--- src/sdnt_pkg.sv ---
package sdnt_pkg;

   localparam int FIELD_W = 40;
   localparam int TARGET_W = 32;
   localparam int STATUS_W = 2;
   localparam int CSR_DATA_W = 64;
   localparam int CSR_ADDR_W = 4;
   localparam int PRIME_SLOTS = 8;
   localparam int PRIME_W = 5;
   localparam int DEF_VALUE_BITS = 40;
   localparam int DEF_NUM_PRIMES = 8;

   localparam logic [STATUS_W-1:0] STATUS_FOUND = 2'd0;
   localparam logic [STATUS_W-1:0] STATUS_NONE = 2'd1;
   localparam logic [STATUS_W-1:0] STATUS_BAD = 2'd2;

   localparam logic REG_MIN_COFACTOR = 1'b0;
   localparam logic REG_NTT_MODE = 1'b1;

   typedef struct packed {
      logic load;
      logic fact_start;
      logic fact_accept;
      logic fact_next;
      logic cand_start;
      logic cand_take;
      logic step;
      logic res_bad;
      logic res_final;
   } cmd_type;

   typedef struct packed {
      logic phi_bad;
      logic div_done;
      logic rem_zero;
      logic pidx_last;
      logic cof_one;
      logic cand_better;
      logic quot_ok;
      logic odo_last;
   } sts_type;

   function automatic logic [PRIME_W-1:0] prime_of(input logic [2:0] idx);
      logic [PRIME_W-1:0] p;
      unique case (idx)
         3'd0: p = 5'd2;
         3'd1: p = 5'd3;
         3'd2: p = 5'd5;
         3'd3: p = 5'd7;
         3'd4: p = 5'd11;
         3'd5: p = 5'd13;
         3'd6: p = 5'd17;
         default: p = 5'd19;
      endcase
      return p;
   endfunction

endpackage

--- src/smooth_divisor_nearest_target_top.sv ---
// Finds the even divisor of phi_value nearest target_size, subject to the quotient floor
// min_cofactor and, in NTT mode, staying below the target; one word in, one word out, one word
// at a time. Factoring divides phi_value/2 by each prime in turn, as often as it divides; then
// every even divisor is walked, with a quotient division for each divisor that improves on the
// best so far. A single bit-serial divider is shared by factoring and the quotient check. A zero
// or odd value is answered from the check state, before factoring starts; a value that is not
// smooth answers once factoring ends. The result word is held until taken.
module smooth_divisor_nearest_target_top #(
   parameter int VALUE_BITS = sdnt_pkg::DEF_VALUE_BITS,
   parameter int NUM_PRIMES = sdnt_pkg::DEF_NUM_PRIMES
) (
   input  logic                                  clock,
   input  logic                                  reset,
   input  logic                                  req_valid,
   output logic                                  req_ready,
   input  logic [sdnt_pkg::FIELD_W-1:0]          req_phi_value,
   input  logic [sdnt_pkg::TARGET_W-1:0]         req_target_size,
   output logic                                  rsp_valid,
   input  logic                                  rsp_ready,
   output logic [sdnt_pkg::FIELD_W-1:0]          rsp_chosen_divisor,
   output logic [sdnt_pkg::STATUS_W-1:0]         rsp_status,
   input  logic                                  csr_psel,
   input  logic                                  csr_penable,
   input  logic                                  csr_pwrite,
   input  logic [sdnt_pkg::CSR_ADDR_W-1:0]       csr_paddr,
   input  logic [sdnt_pkg::CSR_DATA_W-1:0]       csr_pwdata,
   output logic [sdnt_pkg::CSR_DATA_W-1:0]       csr_prdata,
   output logic                                  csr_pready
);
   import sdnt_pkg::*;

   localparam int VW = (VALUE_BITS < FIELD_W) ? VALUE_BITS : FIELD_W;

   logic [VW-1:0] min_cof_ff;
   logic ntt_ff;
   logic csr_wr;
   cmd_type cmd;
   sts_type sts;

   assign csr_pready = 1'b1;
   assign csr_wr = csr_psel & csr_penable & csr_pwrite;

   always_ff @(posedge clock) begin
      if (reset) begin
         min_cof_ff <= '0;
         ntt_ff <= 1'b0;
      end else if (csr_wr) begin
         unique case (csr_paddr[3])
            REG_MIN_COFACTOR: min_cof_ff <= csr_pwdata[VW-1:0];
            REG_NTT_MODE: ntt_ff <= csr_pwdata[0];
            default: ;
         endcase
      end
   end

   always_comb begin
      unique case (csr_paddr[3])
         REG_MIN_COFACTOR: csr_prdata = CSR_DATA_W'(min_cof_ff);
         REG_NTT_MODE: csr_prdata = CSR_DATA_W'(ntt_ff);
         default: csr_prdata = '0;
      endcase
   end

   sdnt_ctrl u_ctrl (
      .clock     (clock),
      .reset     (reset),
      .req_valid (req_valid),
      .req_ready (req_ready),
      .rsp_valid (rsp_valid),
      .rsp_ready (rsp_ready),
      .cmd       (cmd),
      .sts       (sts)
   );

   sdnt_dp #(.VW(VW), .NUM_PRIMES(NUM_PRIMES)) u_dp (
      .clock          (clock),
      .reset          (reset),
      .cmd            (cmd),
      .sts            (sts),
      .phi_value      (req_phi_value),
      .target_size    (req_target_size),
      .min_cofactor   (min_cof_ff),
      .ntt_mode       (ntt_ff),
      .chosen_divisor (rsp_chosen_divisor),
      .status         (rsp_status)
   );
endmodule

--- src/sdnt_div.sv ---
module sdnt_div #(
   parameter int W = 40
) (
   input  logic         clock,
   input  logic         reset,
   input  logic         start,
   input  logic [W-1:0] dividend,
   input  logic [W-1:0] divisor,
   output logic         done,
   output logic [W-1:0] quot,
   output logic [W-1:0] rem
);
   localparam int CW = $clog2(W + 1);

   logic [W-1:0] quot_ff, quot_in;
   logic [W:0] rem_ff, rem_in;
   logic [W-1:0] dsr_ff, dsr_in;
   logic [CW-1:0] cnt_ff, cnt_in;
   logic busy_ff, busy_in;
   logic done_ff, done_in;
   logic [W:0] rem_sh;
   logic [W:0] diff;

   always_comb begin
      rem_sh = {rem_ff[W-1:0], quot_ff[W-1]};
      diff = rem_sh - {1'b0, dsr_ff};
      quot_in = quot_ff;
      rem_in = rem_ff;
      dsr_in = dsr_ff;
      cnt_in = cnt_ff;
      busy_in = busy_ff;
      done_in = 1'b0;
      if (start) begin
         quot_in = dividend;
         rem_in = '0;
         dsr_in = divisor;
         cnt_in = CW'(W);
         busy_in = 1'b1;
      end else if (busy_ff) begin
         if (diff[W]) begin
            rem_in = rem_sh;
            quot_in = {quot_ff[W-2:0], 1'b0};
         end else begin
            rem_in = diff;
            quot_in = {quot_ff[W-2:0], 1'b1};
         end
         cnt_in = cnt_ff - 1'b1;
         if (cnt_ff == CW'(1)) begin
            busy_in = 1'b0;
            done_in = 1'b1;
         end
      end
   end

   always_ff @(posedge clock) begin
      if (reset) begin
         busy_ff <= 1'b0;
         done_ff <= 1'b0;
         cnt_ff <= '0;
      end else begin
         busy_ff <= busy_in;
         done_ff <= done_in;
         cnt_ff <= cnt_in;
      end
      quot_ff <= quot_in;
      rem_ff <= rem_in;
      dsr_ff <= dsr_in;
   end

   assign done = done_ff;
   assign quot = quot_ff;
   assign rem = rem_ff[W-1:0];
endmodule

--- src/sdnt_dp.sv ---
module sdnt_dp #(
   parameter int VW = 40,
   parameter int NUM_PRIMES = 8
) (
   input  logic                                  clock,
   input  logic                                  reset,
   input  sdnt_pkg::cmd_type                     cmd,
   output sdnt_pkg::sts_type                     sts,
   input  logic [sdnt_pkg::FIELD_W-1:0]          phi_value,
   input  logic [sdnt_pkg::TARGET_W-1:0]         target_size,
   input  logic [VW-1:0]                         min_cofactor,
   input  logic                                  ntt_mode,
   output logic [sdnt_pkg::FIELD_W-1:0]          chosen_divisor,
   output logic [sdnt_pkg::STATUS_W-1:0]         status
);
   import sdnt_pkg::*;

   localparam int PW = (NUM_PRIMES > 1) ? $clog2(NUM_PRIMES) : 1;
   localparam int EW = $clog2(VW);
   localparam int DW = (VW > TARGET_W) ? VW : TARGET_W;

   logic [VW-1:0] phi_ff;
   logic [TARGET_W-1:0] tgt_ff;
   logic [VW-1:0] cof_ff;
   logic [VW-1:0] best_ff;
   logic [PW-1:0] pidx_ff;
   logic [EW-1:0] maxe_ff [NUM_PRIMES];
   logic [EW-1:0] cur_ff [NUM_PRIMES];
   logic [VW-1:0] base_ff [NUM_PRIMES];
   logic [FIELD_W-1:0] res_div_ff;
   logic [STATUS_W-1:0] res_sts_ff;

   logic div_start;
   logic [VW-1:0] div_n, div_d, div_q, div_r;
   logic div_done;
   logic [PRIME_W-1:0] cur_prime, step_prime;
   logic sel_found;
   logic [PW-1:0] sel_k;
   logic [VW+PRIME_W-1:0] prod;
   logic [DW-1:0] d_ext, b_ext, t_ext, dist_d, dist_b;

   assign cur_prime = prime_of(3'(pidx_ff));
   assign div_start = cmd.fact_start | cmd.cand_start;
   assign div_n = cmd.cand_start ? phi_ff : cof_ff;
   assign div_d = cmd.cand_start ? base_ff[0] : VW'(cur_prime);

   sdnt_div #(.W(VW)) u_div (
      .clock    (clock),
      .reset    (reset),
      .start    (div_start),
      .dividend (div_n),
      .divisor  (div_d),
      .done     (div_done),
      .quot     (div_q),
      .rem      (div_r)
   );

   always_comb begin
      sel_found = 1'b0;
      sel_k = '0;
      for (int k = 0; k < NUM_PRIMES; k++) begin
         if (!sel_found && cur_ff[k] < maxe_ff[k]) begin
            sel_found = 1'b1;
            sel_k = PW'(k);
         end
      end
   end

   assign step_prime = prime_of(3'(sel_k));
   assign prod = base_ff[sel_k] * step_prime;

   always_comb begin
      d_ext = DW'(base_ff[0]);
      b_ext = DW'(best_ff);
      t_ext = DW'(tgt_ff);
      dist_d = (d_ext > t_ext) ? d_ext - t_ext : t_ext - d_ext;
      dist_b = (b_ext > t_ext) ? b_ext - t_ext : t_ext - b_ext;
   end

   always_comb begin
      sts.phi_bad = (phi_ff == '0) || phi_ff[0];
      sts.div_done = div_done;
      sts.rem_zero = (div_r == '0);
      sts.pidx_last = (pidx_ff == PW'(NUM_PRIMES - 1));
      sts.cof_one = (cof_ff == VW'(1));
      sts.cand_better = (dist_d < dist_b) && (!ntt_mode || d_ext < t_ext);
      sts.quot_ok = (div_q >= min_cofactor);
      sts.odo_last = !sel_found;
   end

   always_ff @(posedge clock) begin
      if (cmd.load) begin
         phi_ff <= phi_value[VW-1:0];
         tgt_ff <= target_size;
         cof_ff <= {1'b0, phi_value[VW-1:1]};
         best_ff <= '0;
         pidx_ff <= '0;
         for (int k = 0; k < NUM_PRIMES; k++) begin
            maxe_ff[k] <= '0;
            cur_ff[k] <= '0;
            base_ff[k] <= VW'(2);
         end
      end else begin
         if (cmd.fact_accept) begin
            cof_ff <= div_q;
            maxe_ff[pidx_ff] <= maxe_ff[pidx_ff] + 1'b1;
         end
         if (cmd.fact_next) begin
            pidx_ff <= pidx_ff + 1'b1;
         end
         if (cmd.cand_take) begin
            best_ff <= base_ff[0];
         end
         if (cmd.step) begin
            for (int k = 0; k < NUM_PRIMES; k++) begin
               if (PW'(k) == sel_k) begin
                  cur_ff[k] <= cur_ff[k] + 1'b1;
                  base_ff[k] <= prod[VW-1:0];
               end else if (PW'(k) < sel_k) begin
                  cur_ff[k] <= '0;
                  base_ff[k] <= prod[VW-1:0];
               end
            end
         end
      end
      if (cmd.res_bad) begin
         res_div_ff <= '0;
         res_sts_ff <= STATUS_BAD;
      end else if (cmd.res_final) begin
         res_div_ff <= FIELD_W'(best_ff);
         res_sts_ff <= (best_ff != '0) ? STATUS_FOUND : STATUS_NONE;
      end
   end

   assign chosen_divisor = res_div_ff;
   assign status = res_sts_ff;
endmodule

--- src/sdnt_ctrl.sv ---
module sdnt_ctrl (
   input  logic              clock,
   input  logic              reset,
   input  logic              req_valid,
   output logic              req_ready,
   output logic              rsp_valid,
   input  logic              rsp_ready,
   output sdnt_pkg::cmd_type cmd,
   input  sdnt_pkg::sts_type sts
);
   import sdnt_pkg::*;

   typedef enum logic [3:0] {
      S_IDLE,
      S_CHECK,
      S_FACT,
      S_FWAIT,
      S_FCHK,
      S_EVAL,
      S_CWAIT,
      S_STEP,
      S_OUT
   } state_type;

   state_type state_ff, state_in;
   logic rsp_valid_ff, rsp_valid_in;

   always_comb begin
      cmd = '0;
      state_in = state_ff;
      rsp_valid_in = rsp_valid_ff;
      unique case (state_ff)
         S_IDLE: begin
            if (req_valid) begin
               cmd.load = 1'b1;
               state_in = S_CHECK;
            end
         end
         S_CHECK: begin
            if (sts.phi_bad) begin
               cmd.res_bad = 1'b1;
               rsp_valid_in = 1'b1;
               state_in = S_OUT;
            end else begin
               state_in = S_FACT;
            end
         end
         S_FACT: begin
            cmd.fact_start = 1'b1;
            state_in = S_FWAIT;
         end
         S_FWAIT: begin
            if (sts.div_done) begin
               if (sts.rem_zero) begin
                  cmd.fact_accept = 1'b1;
                  state_in = S_FACT;
               end else if (sts.pidx_last) begin
                  state_in = S_FCHK;
               end else begin
                  cmd.fact_next = 1'b1;
                  state_in = S_FACT;
               end
            end
         end
         S_FCHK: begin
            if (sts.cof_one) begin
               state_in = S_EVAL;
            end else begin
               cmd.res_bad = 1'b1;
               rsp_valid_in = 1'b1;
               state_in = S_OUT;
            end
         end
         S_EVAL: begin
            if (sts.cand_better) begin
               cmd.cand_start = 1'b1;
               state_in = S_CWAIT;
            end else begin
               state_in = S_STEP;
            end
         end
         S_CWAIT: begin
            if (sts.div_done) begin
               cmd.cand_take = sts.quot_ok;
               state_in = S_STEP;
            end
         end
         S_STEP: begin
            if (sts.odo_last) begin
               cmd.res_final = 1'b1;
               rsp_valid_in = 1'b1;
               state_in = S_OUT;
            end else begin
               cmd.step = 1'b1;
               state_in = S_EVAL;
            end
         end
         S_OUT: begin
            if (rsp_ready) begin
               rsp_valid_in = 1'b0;
               state_in = S_IDLE;
            end
         end
         default: begin
            state_in = S_IDLE;
            rsp_valid_in = 1'b0;
         end
      endcase
   end

   always_ff @(posedge clock) begin
      if (reset) begin
         state_ff <= S_IDLE;
         rsp_valid_ff <= 1'b0;
      end else begin
         state_ff <= state_in;
         rsp_valid_ff <= rsp_valid_in;
      end
   end

   assign req_ready = (state_ff == S_IDLE);
   assign rsp_valid = rsp_valid_ff;
endmodule
--- config.mk ---
export PLATFORM = sky130hd
export DESIGN_NAME = smooth_divisor_nearest_target_top
export DESIGN_NICKNAME = d
export VERILOG_FILES = /design/src/sdnt_pkg.sv /design/src/smooth_divisor_nearest_target_top.sv /design/src/sdnt_div.sv /design/src/sdnt_dp.sv /design/src/sdnt_ctrl.sv
export SDC_FILE = /design/constraint.sdc
export NUM_CORES = 2
export LEC_CHECK = 0
export ABC_AREA = 0
export BUFFER_PORTS_ARGS = -buffer_cell sky130_fd_sc_hd__clkbuf_2
export CAP_MARGIN = 15
export CELL_PAD_IN_SITES_DETAIL_PLACEMENT = 1
export CELL_PAD_IN_SITES_GLOBAL_PLACEMENT = 2
export CORE_MARGIN = 3
export CORE_UTILIZATION = 37
export DETAILED_ROUTE_END_ITERATION = 16
export HOLD_SLACK_MARGIN = 0.12
export PLACE_DENSITY_LB_ADDON = 0.1
export SYNTH_ARGS = -nofsm -noshare
export SYNTH_HDL_FRONTEND = slang
export SYNTH_HIERARCHICAL = 1
export SYNTH_SLANG_ARGS = --single-unit
export TNS_END_PERCENT = 5
--- constraint.sdc ---
create_clock -name clock -period 8.13 [get_ports clock]
set_input_delay 0.4065 -clock clock [delete_from_list [all_inputs] [get_ports clock]]
set_output_delay 0.4065 -clock clock [all_outputs]
set_load 0.01 [all_outputs]
# After elaboration in Yosys (flattened, before gate mapping)
# Memory sizes are Yosys's and may differ from the RTL's. A register that Yosys moved wholly into a read port is not among the register bits.
# Cells that the tools add are included.
# W data, S select, Z words.
word_totals:
  register_bits: 371
  mem_bits_rw: 416
  inputBits: 147
  out_inout_bits: 109
  memories: 3
op_classes:
  add_sub_neg: 16
  n_mul: 1
  magnitude_cmp: 21
  n_eq_ne: 37
  muxes: 184
  bitwise: 38
  reduce_logical: 34
memory_table:
  columns: ["name", "words", "word_bits", "rd", "rd_ports_with_merged_regs", "wr", "line", "rtl"]
  rows:
  - ["u_dp.base_ff", 8, 40, 2, 0, 8, "sdnt_dp.sv:29", "logic [VW-1:0] base_ff [NUM_PRIMES];"]
  - ["u_dp.cur_ff", 8, 6, 8, 0, 8, "sdnt_dp.sv:28", "logic [EW-1:0] cur_ff [NUM_PRIMES];"]
  - ["u_dp.maxe_ff", 8, 6, 9, 1, 8, "sdnt_dp.sv:27", "logic [EW-1:0] maxe_ff [NUM_PRIMES];"]
ops:
  columns: ["operator", "count"]
  rows:
  - ["$mux W40", 22]
  - ["$pmux W64 S2", 1]
  - ["$mux W1", 114]
  - ["$mux W6", 19]
  - ["$gt A40 B32 Y1", 2]
  - ["$logic_not A40 Y1", 2]
  - ["$sub A32 B40 Y40", 2]
  - ["$sub A40 B32 Y40", 2]
  - ["$mux W39", 2]
  - ["$pmux W5 S7", 2]
  - ["$add A6 B1 Y6 const B", 9]
  - ["$lt A6 B6 Y1", 8]
  - ["$sub A41 B40 Y41", 1]
  - ["$eq A40 B1 Y1 const B", 1]
  - ["$ge A40 B40 Y1", 1]
  - ["$lt A40 B32 Y1", 1]
  - ["$lt A40 B40 Y1", 1]
  - ["$mul A40 B5 Y40", 1]
  - ["$reduce_bool A40 Y1", 1]
  - ["$pmux W4 S9", 1]
  - ["$or A1 B1 Y1", 33]
  - ["$mux W4", 7]
  - ["$mux W3", 9]
  - ["$eq A3 B3 Y1 const B", 7]
  - ["36 further kinds", 82]

# Logic depth before layout (Yosys ltp)
# An unclocked memory read counts as a cell.
depth:
  depth_word: 31
  depth_mapped: 38

# Modules after synthesis
# The synthesis kept the hierarchy.
by_module_without_submodules:
  columns: ["mod", "instances", "cells_each", "area_per_inst_um2", "seq_area_each_um2"]
  rows:
  - ["sdnt_dp", 1, 4447, 42791.0, 17606.9]
  - ["sdnt_div", 1, 729, 7413.4, 3363.2]
  - ["smooth_divisor_nearest_target_top", 1, 250, 2346.0, 820.8]
  - ["sdnt_ctrl", 1, 73, 518.0, 100.1]

# Worst setup path before layout
# OpenSTA, ideal clock, no wires.
synth_timing:
  path_kind: "register to register"
  from: "memory u_dp.base_ff[0][0]"
  to: "register u_dp.u_div.quot_ff[0], in the netlist u_dp/u_div/quot[0], enable pin"
  setup_ns: 0.379
  t_arrival_ns: 8.177
  required_ns: 7.751
  path_slack_ns: -0.426
  stages_incl_launch_ff: 38
  period_less_slack_ns: 8.556
  path_cell_list: "edfxtp_1 > inv_1 > ha_1 > inv_1 > fa_1 > a21o_1 > a21o_1 > a2111oi_0 > o31ai_1 > a211oi_1 > o21a_1 > or2_2 > buf_2 > buf_2 > buf_2 > a211o_1 > o31ai_1 > xnor2_1 > (+2 left out) > a21o_1 > a21o_1 > a21o_1 > a21oi_1 > nor2b_1 > o21ai_0 > and4b_1 > o21ai_0 > a221oi_1 > nor3_1 > a2111oi_0 > nor4b_1 > clkbuf_1 > clkbuf_1 > or2_2 > clkbuf_1 > clkbuf_1 > or2_2"
synth_rtl:
  columns: ["element", "line", "rtl"]
  rows:
  - ["from (decl)", "sdnt_dp.sv:29", null]
  - ["to (signal assigned)", "sdnt_div.sv:65", "quot_ff <= quot_in;"]
  - ["to (decl)", "sdnt_div.sv:15", "logic [W-1:0] quot_ff, quot_in;"]

==> results.tsv <==
stage	metric	value	unit
worst_setup_path	crit_arrival	8.29	ns
power	power	17.4	mW
detailed_routing	drc	0	
clock_tree	h-tree-depth	3	
worst_setup_path	crit_fanout	19	
power	power.static_leakage	25.0	nW
synth	yosysWarnings	6	
synth	async_flop_share	0	%
detailed_routing	via_per_inst	5.48	
clock_tree	clock_sinks	790	
grt	grt_max_degree	122	
hold_path	hold_path_class	primary input to flip-flop	
clock_tree	numCtsBuffers	95	
synth	postSynthAreaPerCell	9.65	sq um
detailed_routing	drt_first_pass_iters	5	
die	dieArea	0.148	sq mm
detailed_routing	drt_first_iter_violations	2979	
timing	min_period	7.85	ns
worst_setup_path	criticalPathCategory	flip-flop to flip-flop	
timing	maxSlewHeadroom	22.1	%
synth	synthFlopType	edfxtp_1	
worst_setup_path	crit_slowest_cell	a31oi_1	
cells_and_area	nFillCells	16000	
timing	post-route-period-util	96.6	%
timing	fmax	127	MHz
synth	syn_inst	5499	
cells_and_area	fin_nets	6525	
placement	gp_congestion	0.955	
cells_and_area	final_area	0.0624	sq mm
power	powerDensity	279	mW/mm^2
synth	synth-edff-count	607	
synth	yosysSeqAreaShare	41.3	%
cells_and_area	final_cell_mix	755 x nor2_1, 607 x edfxtp_1, 465 x inv_1, 374 x a21oi_1, 345 x ha_1	
die	pin_count	256	
clock_tree	clk_latency	0.71	ns
timing	skew	0.0280	ns
grt	grt_pass1_vias	44500	
cells_and_area	seq_area	0.0219	sq mm
placement	io_buffers	203	
timing	whs	0.211	ns
clock_tree	cts_max_path_buffers	3	
grt	grt-ovfl-total	0	
worst_setup_path	critPathRequiredTime	8.57	ns
worst_setup_path	critical_path.top_delay_family	compound AO/OA/AOI/OAI gates	
worst_setup_path	critical_path.max_stage_delay	0.44	ns
power	ir_drop	0.209	mV
synth	ys_ff_latch	790	
worst_setup_path	cp_common_cell	a21o_1	
detailed_routing	vias	43300	
grt	grt_pass1_wl	289000	microns
die	fp.dieH	385	microns
run_status	outcome	completed	
cells_and_area	final_cells	7894	
placement	detailed_place.area	0.0577	sq mm
timing	worstMarginPinSlew	1.17	ns
worst_setup_path	crit_buf_inv	8	
die	die_x	385	microns
timing	rsz0062_at_grt	yes	
worst_setup_path	startpoint	u_dp/base_ff[0][0]	
die	coreArea	0.142	sq mm
grt	antenna_found_initial	8	
worst_setup_path	start_kind	flip-flop	
clock_tree	cts_tree	done	
timing	hold_viol	0	
cells_and_area	drive_above_1_share	15.7	%
worst_setup_path	r2r_start	u_dp/base_ff[0][0]	
detailed_routing	routedWlPerCell	24.6	microns
worst_setup_path	endpoint_kind	flip-flop	
cells_and_area	multi_input_area	0.0285	sq mm
clock_tree	clk_pin_slew	0.06	ns
detailed_routing	drtAntennaViolNets	0	
synth	synth_cell_types	101	
detailed_routing	totalWireLength	194000	microns
placement	place_inst	7590	
grt	grtUsageTotal	25.9	%
synth	netlist_area	0.0531	sq mm
cells_and_area	layout_commonest_cell	nor2_1	
timing	slew_viol_final	0	
clock_tree	cts_root_buf	clkbuf_16	
placement	place_hpwl	148000	microns
die	core.rowCount	138	
die	initial_utilization	37.4	%
flow_run	maxCapViolCount	0	
timing	setup_viol	0	
hold_path	hp-start	req_valid	
cells_and_area	area_growth	17.6	%
[worst min-delay path: stages]
cell,delay (ns)
clkbuf_2,0.10
mux2i_1,0.13
nand2_1,0.09
nand4_1,0.09
a21oi_1,0.05
[cell usage after synthesis, types with 73 or more instances]
| library cell | number | area share, % |
|---|---|---|
| xnor2_1 | 116 | 1.9 |
| nand2_1 | 244 | 1.7 |
| nor2_1 | 760 | 5.4 |
| edfxtp_1 | 607 | 34 |
| o21bai_1 | 73 | 1.0 |
| a21oi_1 | 375 | 3.5 |
| fa_1 | 112 | 4.2 |
| nand4_1 | 78 | 0.92 |
| o21ai_0 | 265 | 2.5 |
| inv_1 | 466 | 3.3 |
| nand2b_1 | 142 | 1.7 |
| nor3_1 | 101 | 0.95 |
| xor2_1 | 75 | 1.2 |
| ha_1 | 345 | 8.1 |
| clkbuf_1 | 217 | 1.5 |
| mux2_2 | 121 | 2.6 |
| dfxtp_1 | 183 | 6.9 |
| mux2i_1 | 188 | 3.5 |
| a21o_1 | 122 | 1.7 |
[per-stage QoR]
stage          setup slack (ns)  TNS (ns)  util [%]
2_1_floorplan            0.0717         0         -
3_5_place_dp            -0.0947     -3.07      40.7
5_1_grt                 -0.0263    -0.211      44.0
3_3_place_gp             0.0442         0      40.7
4_1_cts                  0.0112         0      43.8
6_report                  0.277         0      44.0
[registers in the layout (all words and copies together), names as in the netlist, 2 cells and up, named ones only]
| register | flops |
|---|---|
| min_cof_ff | 40 |
| u_dp/pidx_ff | 3 |
| u_dp/phi_ff | 40 |
| u_dp/base_ff | 320 |
| u_dp/u_div/cnt_ff | 6 |
| u_dp/chosen_divisor | 40 |
| u_dp/status | 2 |
| u_ctrl/state_ff | 4 |
| u_dp/u_div/dsr_ff | 40 |
| u_dp/u_div/quot | 40 |
| u_dp/maxe_ff | 48 |
| u_dp/cur_ff | 48 |
| u_dp/u_div/rem_ff | 40 |
| u_dp/b_ext | 40 |
| u_dp/cof_ff | 40 |
| u_dp/tgt_ff | 32 |
[path summary, 6_finish.rpt]
path	to	depth (start not counted)	slack, ns
max	u_dp/u_div/quot[23]	33	0.28
min	u_ctrl/state_ff[0]	5	0.21
max reg2reg	u_dp/u_div/quot[23]	33	0.28
min reg2reg	u_dp/status[1]	1	0.46
[area by class of cell]
cell class / count / area share [%]
Inverter: 466 / 2.80
Multi-Input combinational cell: 3959 / 45.7
Clock inverter: 66 / 1.16
Timing Repair Buffer: 609 / 7.49
Clock buffer: 111 / 3.99
Tap cell: 1890 / 3.79
Antenna cell: 3 / 0.0120
Sequential cell: 790 / 35.1
[report_power, final]
group / switching (mW) / internal (mW) / leakage [nW]
combinational: 4.62 / 2.85 / 16.0
clock: 1.81 / 2.61 / 1.56
sequential: 0.375 / 5.12 / 7.40
total: 6.80 / 10.6 / 25.0
[kinds of logic (layout without fill, tap and decap cells)]
kind of cell,count (synthesis),count (layout),synth area share [%]
buffers and inverters,773,1252,5.90
AO/OA/AOI/OAI,1257,1257,15.3
flip-flops,790,790,41.3
multiplexers,322,322,6.67
other,2,28,0.0142
AND/OR/NAND/NOR,1703,1703,15.2
XOR/XNOR,195,195,3.31
adder cells (fa/ha/maj),457,457,12.4
[per-layer routing]
metal	vias to the layer above	global-route usage, %	wire length [microns]
met5	-	0	0
met4	0	6.91	5550
met3	217	2.68	7840
met2	903	42.6	91000
met1	21900	36.1	89500
li1	20300	-	-
[timing repair]
action,CTS,global route
endpoints found under the setup margin,101,282
setup buffers,0,9
gates resized for setup,3,47
hold endpoints to repair,153,0
pin swaps,0,14
hold buffers,115,0
No activity file was read; power rests on OpenSTA's default activity.
